**src/rtl/core/cffu_pkg.sv**
```systemverilog
// Shared types and codes for the class-filtered FIFO.
`default_nettype none
package cffu_pkg;

	// Operation codes
	localparam logic [1:0] OP_ENQUEUE = 2'd0;
	localparam logic [1:0] OP_ANY     = 2'd1;
	localparam logic [1:0] OP_CAT     = 2'd2;
	localparam logic [1:0] OP_DOG     = 2'd3;

	// Kind codes
	localparam logic [1:0] KIND_CAT = 2'd0;
	localparam logic [1:0] KIND_DOG = 2'd1;

	// Result status codes
	localparam logic [1:0] ST_OK   = 2'd0;
	localparam logic [1:0] ST_NONE = 2'd1;
	localparam logic [1:0] ST_FULL = 2'd2;

	// One stored entry
	typedef struct packed {
		logic [1:0]  kind;
		logic [15:0] name;
		logic [7:0]  age;
	} entry_t;

	// Broadcast control from the top level to every cell
	typedef struct packed {
		logic       do_enq;
		logic       do_deq;
		logic [1:0] op;
	} cell_ctrl_t;

endpackage
`default_nettype wire

```
**src/rtl/core/cffu_ifs.sv**
```systemverilog
// Command and response channel interfaces for the class-filtered FIFO.
`default_nettype none
interface cffu_cmd_if;
	logic        valid;
	logic        ready;
	logic [1:0]  operation;
	logic [1:0]  animal_kind;
	logic [15:0] animal_name;
	logic [7:0]  animal_age;

	modport source (output valid, operation, animal_kind, animal_name, animal_age,
		input ready);
	modport sink (input valid, operation, animal_kind, animal_name, animal_age,
		output ready);
endinterface

interface cffu_rsp_if;
	logic        valid;
	logic        ready;
	logic [1:0]  status;
	logic [1:0]  out_kind;
	logic [15:0] out_name;
	logic [7:0]  out_age;

	modport source (output valid, status, out_kind, out_name, out_age, input ready);
	modport sink (input valid, status, out_kind, out_name, out_age, output ready);
endinterface
`default_nettype wire

```
**src/rtl/core/cffu_cell.sv**
```systemverilog
// One slot of the compacting queue chain: holds an entry and shifts toward the head.
`default_nettype none
module cffu_cell
	import cffu_pkg::*;
(
	input  wire logic       clk,
	input  wire logic       arst_n,
	input  wire cell_ctrl_t ctrl,
	input  wire entry_t     wr_entry,
	input  wire logic       prev_valid,
	input  wire logic       prev_hit,
	input  wire logic       next_valid,
	input  wire entry_t     next_entry,
	input  wire entry_t     sel_in,
	output logic            valid,
	output entry_t          entry,
	output logic            hit,
	output entry_t          sel_out
);

	logic   valid_q;
	entry_t entry_q;
	logic   kind_match;
	logic   hit_here;
	logic   shift;
	logic   enq_here;

	// Match the held entry against the requested kind
	always_comb begin
		case (ctrl.op)
			OP_ANY:  kind_match = 1'b1;
			OP_CAT:  kind_match = (entry_q.kind == KIND_CAT);
			OP_DOG:  kind_match = (entry_q.kind == KIND_DOG);
			default: kind_match = 1'b0;
		endcase
	end

	// First match along the chain wins; it and all later cells shift down
	assign hit_here = ctrl.do_deq & valid_q & kind_match & ~prev_hit;
	assign shift    = ctrl.do_deq & (prev_hit | hit_here);
	assign enq_here = ctrl.do_enq & ~valid_q & prev_valid;

	// Hold, shift in the neighbor, or take a new entry at the tail
	always_ff @(posedge clk or negedge arst_n) begin
		if (!arst_n) begin
			valid_q <= 1'b0;
		end else if (shift) begin
			valid_q <= next_valid;
		end else if (enq_here) begin
			valid_q <= 1'b1;
		end
	end

	always_ff @(posedge clk) begin
		if (shift) begin
			entry_q <= next_entry;
		end else if (enq_here) begin
			entry_q <= wr_entry;
		end
	end

	// Pass the selected entry along the chain
	assign sel_out = hit_here ? entry_t'(sel_in | entry_q) : sel_in;
	assign hit     = prev_hit | hit_here;
	assign valid   = valid_q;
	assign entry   = entry_q;

endmodule
`default_nettype wire

```
**src/rtl/core/class_filtered_fifo_unit.sv**
```systemverilog
// Top level of the class-filtered FIFO: a compacting chain of entry cells.
//
// Usage: commands arrive on cmd (valid/ready), one result per command leaves on rsp.
// Enqueue appends kind, name and age at the tail; status 0, or 2 when the queue is
// full and the entry is dropped. Dequeue-any/cat/dog removes the oldest entry of
// that class and returns it with status 0, or status 1 and zero fields if none.
// The result is registered and shows on rsp in the cycle after the command transfer.
// Throughput: one command per cycle while rsp.ready stays high; each cell finds the
// first match by a priority ripple along the chain and all later cells shift down
// in that cycle. cmd.ready is high whenever the result register is empty or being
// drained, so a stalled receiver holds the result and blocks further commands until
// it takes it. Reset clears every cell's valid bit and the result valid flag; the
// queue starts empty and is usable in the first cycle after reset.
`default_nettype none
module class_filtered_fifo_unit
	import cffu_pkg::*;
#(
	parameter int QUEUE_DEPTH = 16
) (
	input wire logic clk,
	input wire logic arst_n,
	cffu_cmd_if.sink   cmd,
	cffu_rsp_if.source rsp
);

	logic       chain_valid [QUEUE_DEPTH+1:0];
	entry_t     chain_entry [QUEUE_DEPTH:0];
	logic       chain_hit   [QUEUE_DEPTH:0];
	entry_t     chain_sel   [QUEUE_DEPTH:0];
	cell_ctrl_t ctrl;
	entry_t     wr_entry;
	logic       accept;
	logic       full;
	logic       found;
	logic       rsp_valid_q;
	logic [1:0] status_q;
	entry_t     rsp_entry_q;

	assign cmd.ready = ~rsp_valid_q | rsp.ready;
	assign accept    = cmd.valid & cmd.ready;

	// Chain ends: head always sees a valid predecessor, tail shifts in empty
	assign chain_valid[0]             = 1'b1;
	assign chain_valid[QUEUE_DEPTH+1] = 1'b0;
	assign chain_entry[QUEUE_DEPTH]   = '0;
	assign chain_hit[0]               = 1'b0;
	assign chain_sel[0]               = '0;

	assign full  = chain_valid[QUEUE_DEPTH];
	assign found = chain_hit[QUEUE_DEPTH];

	assign wr_entry.kind = cmd.animal_kind;
	assign wr_entry.name = cmd.animal_name;
	assign wr_entry.age  = cmd.animal_age;

	// Broadcast the operation to all cells on a transfer
	assign ctrl.op     = cmd.operation;
	assign ctrl.do_enq = accept & (cmd.operation == OP_ENQUEUE) & ~full;
	assign ctrl.do_deq = accept & (cmd.operation != OP_ENQUEUE);

	for (genvar i = 0; i < QUEUE_DEPTH; i++) begin : g_cell
		cffu_cell u_cell (
			.clk        (clk),
			.arst_n     (arst_n),
			.ctrl       (ctrl),
			.wr_entry   (wr_entry),
			.prev_valid (chain_valid[i]),
			.prev_hit   (chain_hit[i]),
			.next_valid (chain_valid[i+2]),
			.next_entry (chain_entry[i+1]),
			.sel_in     (chain_sel[i]),
			.valid      (chain_valid[i+1]),
			.entry      (chain_entry[i]),
			.hit        (chain_hit[i+1]),
			.sel_out    (chain_sel[i+1])
		);
	end

	// Result register: load on a command transfer, drop on a response transfer
	always_ff @(posedge clk or negedge arst_n) begin
		if (!arst_n) begin
			rsp_valid_q <= 1'b0;
		end else if (accept) begin
			rsp_valid_q <= 1'b1;
		end else if (rsp.ready) begin
			rsp_valid_q <= 1'b0;
		end
	end

	always_ff @(posedge clk) begin
		if (accept) begin
			if (cmd.operation == OP_ENQUEUE) begin
				status_q    <= full ? ST_FULL : ST_OK;
				rsp_entry_q <= '0;
			end else if (found) begin
				status_q    <= ST_OK;
				rsp_entry_q <= chain_sel[QUEUE_DEPTH];
			end else begin
				status_q    <= ST_NONE;
				rsp_entry_q <= '0;
			end
		end
	end

	assign rsp.valid    = rsp_valid_q;
	assign rsp.status   = status_q;
	assign rsp.out_kind = rsp_entry_q.kind;
	assign rsp.out_name = rsp_entry_q.name;
	assign rsp.out_age  = rsp_entry_q.age;

endmodule
`default_nettype wire
```
**src/flat_wrapper.sv**
```systemverilog
// flat-port wrapper written by rule: the top's interface ports become plain ports
module class_filtered_fifo_unit_flat import cffu_pkg::*;
#(
	parameter int QUEUE_DEPTH = 16
)
  (clk, arst_n, cmd_valid, cmd_operation, cmd_animal_kind, cmd_animal_name, cmd_animal_age, cmd_ready, rsp_valid, rsp_status, rsp_out_kind, rsp_out_name, rsp_out_age, rsp_ready);
  cffu_cmd_if cmd_i ();
  cffu_rsp_if rsp_i ();
  input wire logic clk;
  input wire logic arst_n;
  input wire logic [$bits(cmd_i.valid)-1:0] cmd_valid;
  input wire logic [$bits(cmd_i.operation)-1:0] cmd_operation;
  input wire logic [$bits(cmd_i.animal_kind)-1:0] cmd_animal_kind;
  input wire logic [$bits(cmd_i.animal_name)-1:0] cmd_animal_name;
  input wire logic [$bits(cmd_i.animal_age)-1:0] cmd_animal_age;
  output wire logic [$bits(cmd_i.ready)-1:0] cmd_ready;
  output wire logic [$bits(rsp_i.valid)-1:0] rsp_valid;
  output wire logic [$bits(rsp_i.status)-1:0] rsp_status;
  output wire logic [$bits(rsp_i.out_kind)-1:0] rsp_out_kind;
  output wire logic [$bits(rsp_i.out_name)-1:0] rsp_out_name;
  output wire logic [$bits(rsp_i.out_age)-1:0] rsp_out_age;
  input wire logic [$bits(rsp_i.ready)-1:0] rsp_ready;
  assign cmd_i.valid = cmd_valid;
  assign cmd_i.operation = cmd_operation;
  assign cmd_i.animal_kind = cmd_animal_kind;
  assign cmd_i.animal_name = cmd_animal_name;
  assign cmd_i.animal_age = cmd_animal_age;
  assign cmd_ready = cmd_i.ready;
  assign rsp_valid = rsp_i.valid;
  assign rsp_status = rsp_i.status;
  assign rsp_out_kind = rsp_i.out_kind;
  assign rsp_out_name = rsp_i.out_name;
  assign rsp_out_age = rsp_i.out_age;
  assign rsp_i.ready = rsp_ready;
  class_filtered_fifo_unit #(.QUEUE_DEPTH(QUEUE_DEPTH)) u_core (.clk(clk), .arst_n(arst_n), .cmd(cmd_i), .rsp(rsp_i));
endmodule
```
**config.mk**
```make
export PLATFORM = sky130hd
export DESIGN_NAME = class_filtered_fifo_unit_flat
export DESIGN_NICKNAME = d
export VERILOG_FILES = /design/src/rtl/core/cffu_pkg.sv /design/src/rtl/core/cffu_ifs.sv /design/src/rtl/core/cffu_cell.sv /design/src/rtl/core/class_filtered_fifo_unit.sv /design/src/flat_wrapper.sv
export SDC_FILE = /design/constraint.sdc
export NUM_CORES = 1
export LEC_CHECK = 0
export BUFFER_PORTS_ARGS = -buffer_cell sky130_fd_sc_hd__clkbuf_2
export CORE_MARGIN = 4
export CORE_UTILIZATION = 25
export DETAILED_ROUTE_END_ITERATION = 12
export PLACE_DENSITY = 0.42
export SLEW_MARGIN = 20
export SYNTH_ARGS = -nofsm -noshare
export SYNTH_HDL_FRONTEND = slang
export SYNTH_HIERARCHICAL = 1
export SYNTH_SLANG_ARGS = --single-unit
```
**constraint.sdc**
```tcl
create_clock -name clk -period 25.2 [get_ports clk]
set_input_delay 1.26 -clock clk [delete_from_list [all_inputs] [get_ports clk]]
set_output_delay 1.26 -clock clk [all_outputs]
set_load 0.03 [all_outputs]
```
**After elaboration in Yosys (flattened, before gate mapping)**

Cells that the tools add are included.

- Equality and inequality tests: 19
- Multiplexer cells: 99
- Bitwise gates (word level): 162
- Reduce and logical (&&, ||, !) cells: 36

Operator list:

| cell | number |
|---|---|
| $mux 26 | 46 |
| $or 26x26->26 | 15 |
| $and 1x1->1 | 98 |
| $pmux 1 s3 | 16 |
| $reduce_bool 2->1 | 18 |
| $mux 1 | 35 |
| $eq 2x1->1 const B | 17 |
| $logic_not 2->1 | 17 |
| $not 1->1 | 33 |
| $or 1x1->1 | 16 |
| $eq 2x2->1 const B | 2 |
| $mux 2 | 2 |
| $reduce_or 2->1 | 1 |

- Register bits after elaboration: 461
- Bits of input ports: 32
- Output and inout port bits: 30
- Logic and storage cells: 385

**Logic depth before layout (Yosys ltp)**

- Depth in word-level cells: 53
- Depth in mapped cells: 23
- Gate-level depth less buffers: 22

**Modules after synthesis**

Netlist, hierarchy kept.

By module, submodules not included:

| module | times used | cells an instance | area each (um^2) | sequential area each (um^2) |
|---|---|---|---|---|
| cffu_cell | 16 | 102 | 1457.6 | 805.8 |
| class_filtered_fifo_unit | 1 | 69 | 1167.4 | 865.8 |

**Worst setup path after synthesis**

No wires, ideal clock.

- Path type: input to register
- Start point: input port rsp_ready
- End point: register u_core.g_cell[15].u_cell.entry_q (netlist bit u_core/g_cell[15].u_cell/entry[0]) (enable)
- Setup time: 0.456 ns
- Data arrival time: 8.791 ns
- Data required time: 24.744 ns
- Slack: 15.953 ns
- Stages: 23
- Path buffers: 1
- Cell sequence: nand2b_1 -> nor3b_1 -> nand2_1 -> a21oi_1 -> or2_2 -> or2_2 -> or2_2 -> or2_2 -> or2_2 -> or2_2 -> or2_2 -> or2_2 -> or2_2 -> or2_2 -> or2_2 -> or2_2 -> or2_2 -> or2_2 -> or2_2 -> o21ai_0 -> a21oi_4 -> buf_6 -> o21bai_1

RTL lines:

| what | RTL line | text |
|---|---|---|
| start, declared | flat_wrapper.sv:22 | `input wire logic [$bits(rsp_i.ready)-1:0] rsp_ready;` |
| end signal, assigned | cffu_cell.sv:56 | `entry_q <= next_entry;` |
| end signal, assigned | cffu_cell.sv:58 | `entry_q <= wr_entry;` |
| end, declared | cffu_cell.sv:22 | `entry_t entry_q;` |

==> results.sh <==
export IMPL_status="complete, no violations"
export IMPL_hold_class="reg -> reg"
export IMPL_leakagePower_uw=0.0110
export IMPL_synth_top_area_share_pct=54.4
export IMPL_grtUsageTotal_pct=10.2
export IMPL_cp_end_kind="flip-flop"
export IMPL_start_util_pct=25.2
export IMPL_grt_ovfl_total=0
export IMPL_cellPowerDensity_mw_per_mm2=75.9
export IMPL_grt_pass1_vias=14884
export IMPL_synth_largest_area_cell="edfxtp_1"
export IMPL_clock_latency_ns=0.61
export IMPL_detail_route_iter0_violations=707
export IMPL_crit_type="in -> reg"
export IMPL_holdCritStartpoint="u_core/g_cell[4].u_cell/entry[18]"
export IMPL_worstPathRequired_ns=25.54
export IMPL_setup_violations=0
export IMPL_ctsRootBufferMaster="clkbuf_16"
export IMPL_syn_area_per_cell_um2=14.4
export IMPL_cts_resized_gates=0
export IMPL_multi_input_area_mm2=0.0103
export IMPL_vias=13559
export IMPL_portBuffers=61
export IMPL_core_mm2=0.0970
export IMPL_rsz0062_at_grt="no"
export IMPL_synthCells=1701
export IMPL_wl_per_cell_um=16.6
export IMPL_critical_path_startpoint="cmd_operation[0]"
export IMPL_max_clock_freq_mhz=112
export IMPL_timing_hold_ws_ns=0.561
export IMPL_post_cts_buffers=0
export IMPL_fin_skew_ns=0.0142
export IMPL_rows=114
export IMPL_fillCellCount=9837
export IMPL_critical_path_buf_inv_count=4
export IMPL_peakVddDrop_uv=57.4
export IMPL_fin_nets=1882
export IMPL_crit_arrival_ns=9.30
export IMPL_crit_slowest_cell="or2_2"
export IMPL_worstMarginPinSlew_ns=1.02
export IMPL_slowest_delay_ns=0.37
export IMPL_layout_drive_gt1_share_pct=23.8
export IMPL_netlist_top_cells_area="edfxtp_1 54%, mux2_1 13%, a21o_1 12%"
export IMPL_io_pins=62
export IMPL_die_h_um=321
export IMPL_stdcell_count=3167
export IMPL_final_cell_area_mm2=0.0281
export IMPL_clk_pin_slew_ns=0.06
export IMPL_synth_cell_types=29
export IMPL_cp_top_family="simple AND/OR/NAND/NOR gates"
export IMPL_ys_ff_latch=461
export IMPL_grt_max_degree=51
export IMPL_detailedPlacementHpwl_mm=38.0
export IMPL_place_inst=3068
export IMPL_yosys_warnings=6
export IMPL_startpoint_type="input pin"
export IMPL_antenna_found_initial=0
export IMPL_pre_cts_slack_ns=15.67
export IMPL_drc=0
export IMPL_drtAntennaViolNets=0
export IMPL_dr_pass1_iters=5
export IMPL_n_antenna_cell=0
export IMPL_totalWireLength_mm=52.5
export IMPL_grt_pass1_wl_mm=85.6
export IMPL_dieArea_mm2=0.103
export IMPL_cts_sinks=461
export IMPL_routabilityCongestion=0.729
export IMPL_slew_headroom_pct=32.0
export IMPL_vias_per_cell=4.28
export IMPL_cap_violations=0
export IMPL_seq_area_mm2=0.0138
export IMPL_final_period_utilization_pct=35.6
export IMPL_seq_area_frac_synth_pct=56.2
export IMPL_die_w_um=321
export IMPL_htree_levels=2
export IMPL_cts_buffers=56
export IMPL_holdBufCountCts=0
export IMPL_period_needed_ns=8.96
export IMPL_syn_cell_area_mm2=0.0245
export IMPL_cts_tree="done"
export IMPL_cpMostUsedCell="or2_2"
export IMPL_clock_path_buffers=3
export IMPL_tns_ns=0
export IMPL_critPathMaxFanout=50
export IMPL_drv_slew=0
export IMPL_r2r_start="u_core/rsp.valid"
export IMPL_syn2layout_area_growth_pct=14.9
export IMPL_final_setup_worst_slack_ns=16.24
export IMPL_placed_area_mm2=0.0264
export IMPL_hold_viol_final=0
report_power, final:
part / internal [uW] / leakage (uW) / total (uW) / switching (uW)
sequential: 959 / 0.00431 / 1010 / 52.9
clock: 446 / 0.000841 / 770 / 324
combinational: 159 / 0.00583 / 355 / 196
through the flow:
stage,total power [uW],utilization [%]
floorplan,1290,-
global placement,1380,27.2
detailed placement,1390,27.2
CTS,2170,29.0
global route,2250,29.0
finish,2140,29.0
cell usage after synthesis:
cell type / instances
buf_2: 32
nand2b_1: 1
inv_1: 49
and2_2: 6
o21ai_0: 16
nor2_1: 18
o21a_4: 1
o21bai_1: 16
dfrtp_1: 17
conb_1: 2
mux2_1: 288
nor4b_2: 16
mux2_2: 128
nor2b_1: 16
or2_2: 16
edfxtp_1: 444
a21oi_1: 32
and2_1: 8
and2_4: 14
a21o_1: 384
a21oi_4: 16
and4b_1: 1
a22oi_1: 16
nand2_1: 49
o21ai_2: 16
a211oi_2: 16
a31o_2: 32
nor3b_1: 17
buf_6: 34
worst register-to-register path, stage by stage (launching register included):
cell and delay (ns):
dfrtp_1 0.35, nand2b_1 0.14, nor3b_2 0.25, buf_4 0.27, nand2_1 0.17, a21oi_1 0.05, or2_2 0.34, or2_2 0.37
or2_2 0.37, or2_2 0.37, or2_2 0.37, or2_2 0.37, or2_2 0.37, or2_2 0.37, or2_2 0.37, or2_2 0.37
or2_2 0.37, or2_2 0.37, or2_2 0.37, or2_2 0.37, or2_2 0.37, o21ai_0 0.34, a21oi_4 0.22, o21bai_2 0.28
buf_4 0.24
final cells by class:
type | instances | share of cell area [%]
clock inverter | 21 | 0.627
tap | 1276 | 5.67
multi-input combinational | 1183 | 36.6
inverter | 49 | 0.654
timing repair buffer | 99 | 2.10
clock buffer | 78 | 5.49
sequential | 461 | 48.9
state kept, by name, indices dropped and copies added (netlist names):
| register | count |
|---|---|
| u_core/g_cell.u_cell/entry | 416 |
| u_core/g_cell.u_cell/valid | 16 |
| u_core/rsp.out_name | 16 |
| u_core/rsp.out_age | 8 |
| u_core/rsp.out_kind | 2 |
| u_core/rsp.status | 2 |
| u_core/rsp.valid | 1 |
path summary, 6_finish.rpt:
path	to	slack [ns]	depth (start not counted)
min in group asynchronous	u_core/g_cell[2].u_cell/valid	0.64	1
min reg2reg	u_core/g_cell[3].u_cell/entry[18]	0.56	1
min	u_core/g_cell[3].u_cell/entry[18]	0.56	1
max reg2reg	u_core/g_cell[15].u_cell/entry[5]	17.11	24
max	u_core/g_cell[15].u_cell/entry[5]	16.24	26
max in group asynchronous	u_core/g_cell[12].u_cell/valid	24.17	1
placed cells by master, fill, tap and decap left out, drive strengths merged:
master    instances
edfxtp          444
mux2            416
a21o            384
clkbuf          139
conb             60
inv              51
nand2            49
a21oi            48
buf              38
a31o             32
o21ai            32
and2             28
nor2             18
dfrtp            17
nor3b            17
nor4b            16
nor2b            16
or2              16
a211oi           16
o21bai           16
a22oi            16
clkinv           16
bufinv            2
clkinvlp          1
nand2b            1
and4b             1
o21a              1
cells by family after synthesis:
family / share of synthesized area (%)
compound gates: 17.4
simple gates: 4.30
flops: 56.2
buf+inv: 2.97
other cells: 0.0307
mux: 19.1
metal layers:
layer / routed length, um / up-vias / share of wire, % / track usage [%]
met1: 26100 / 6456 / 50 / 14.2
met2: 23700 / 170 / 45 / 16.5
met4: 949 / 0 / 1.8 / 2.55
met5: 0 / - / 0 / 0
li1: - / 6870 / - / -
met3: 1690 / 63 / 3.2 / 1.60
No activity file was read; power rests on OpenSTA's default activity.
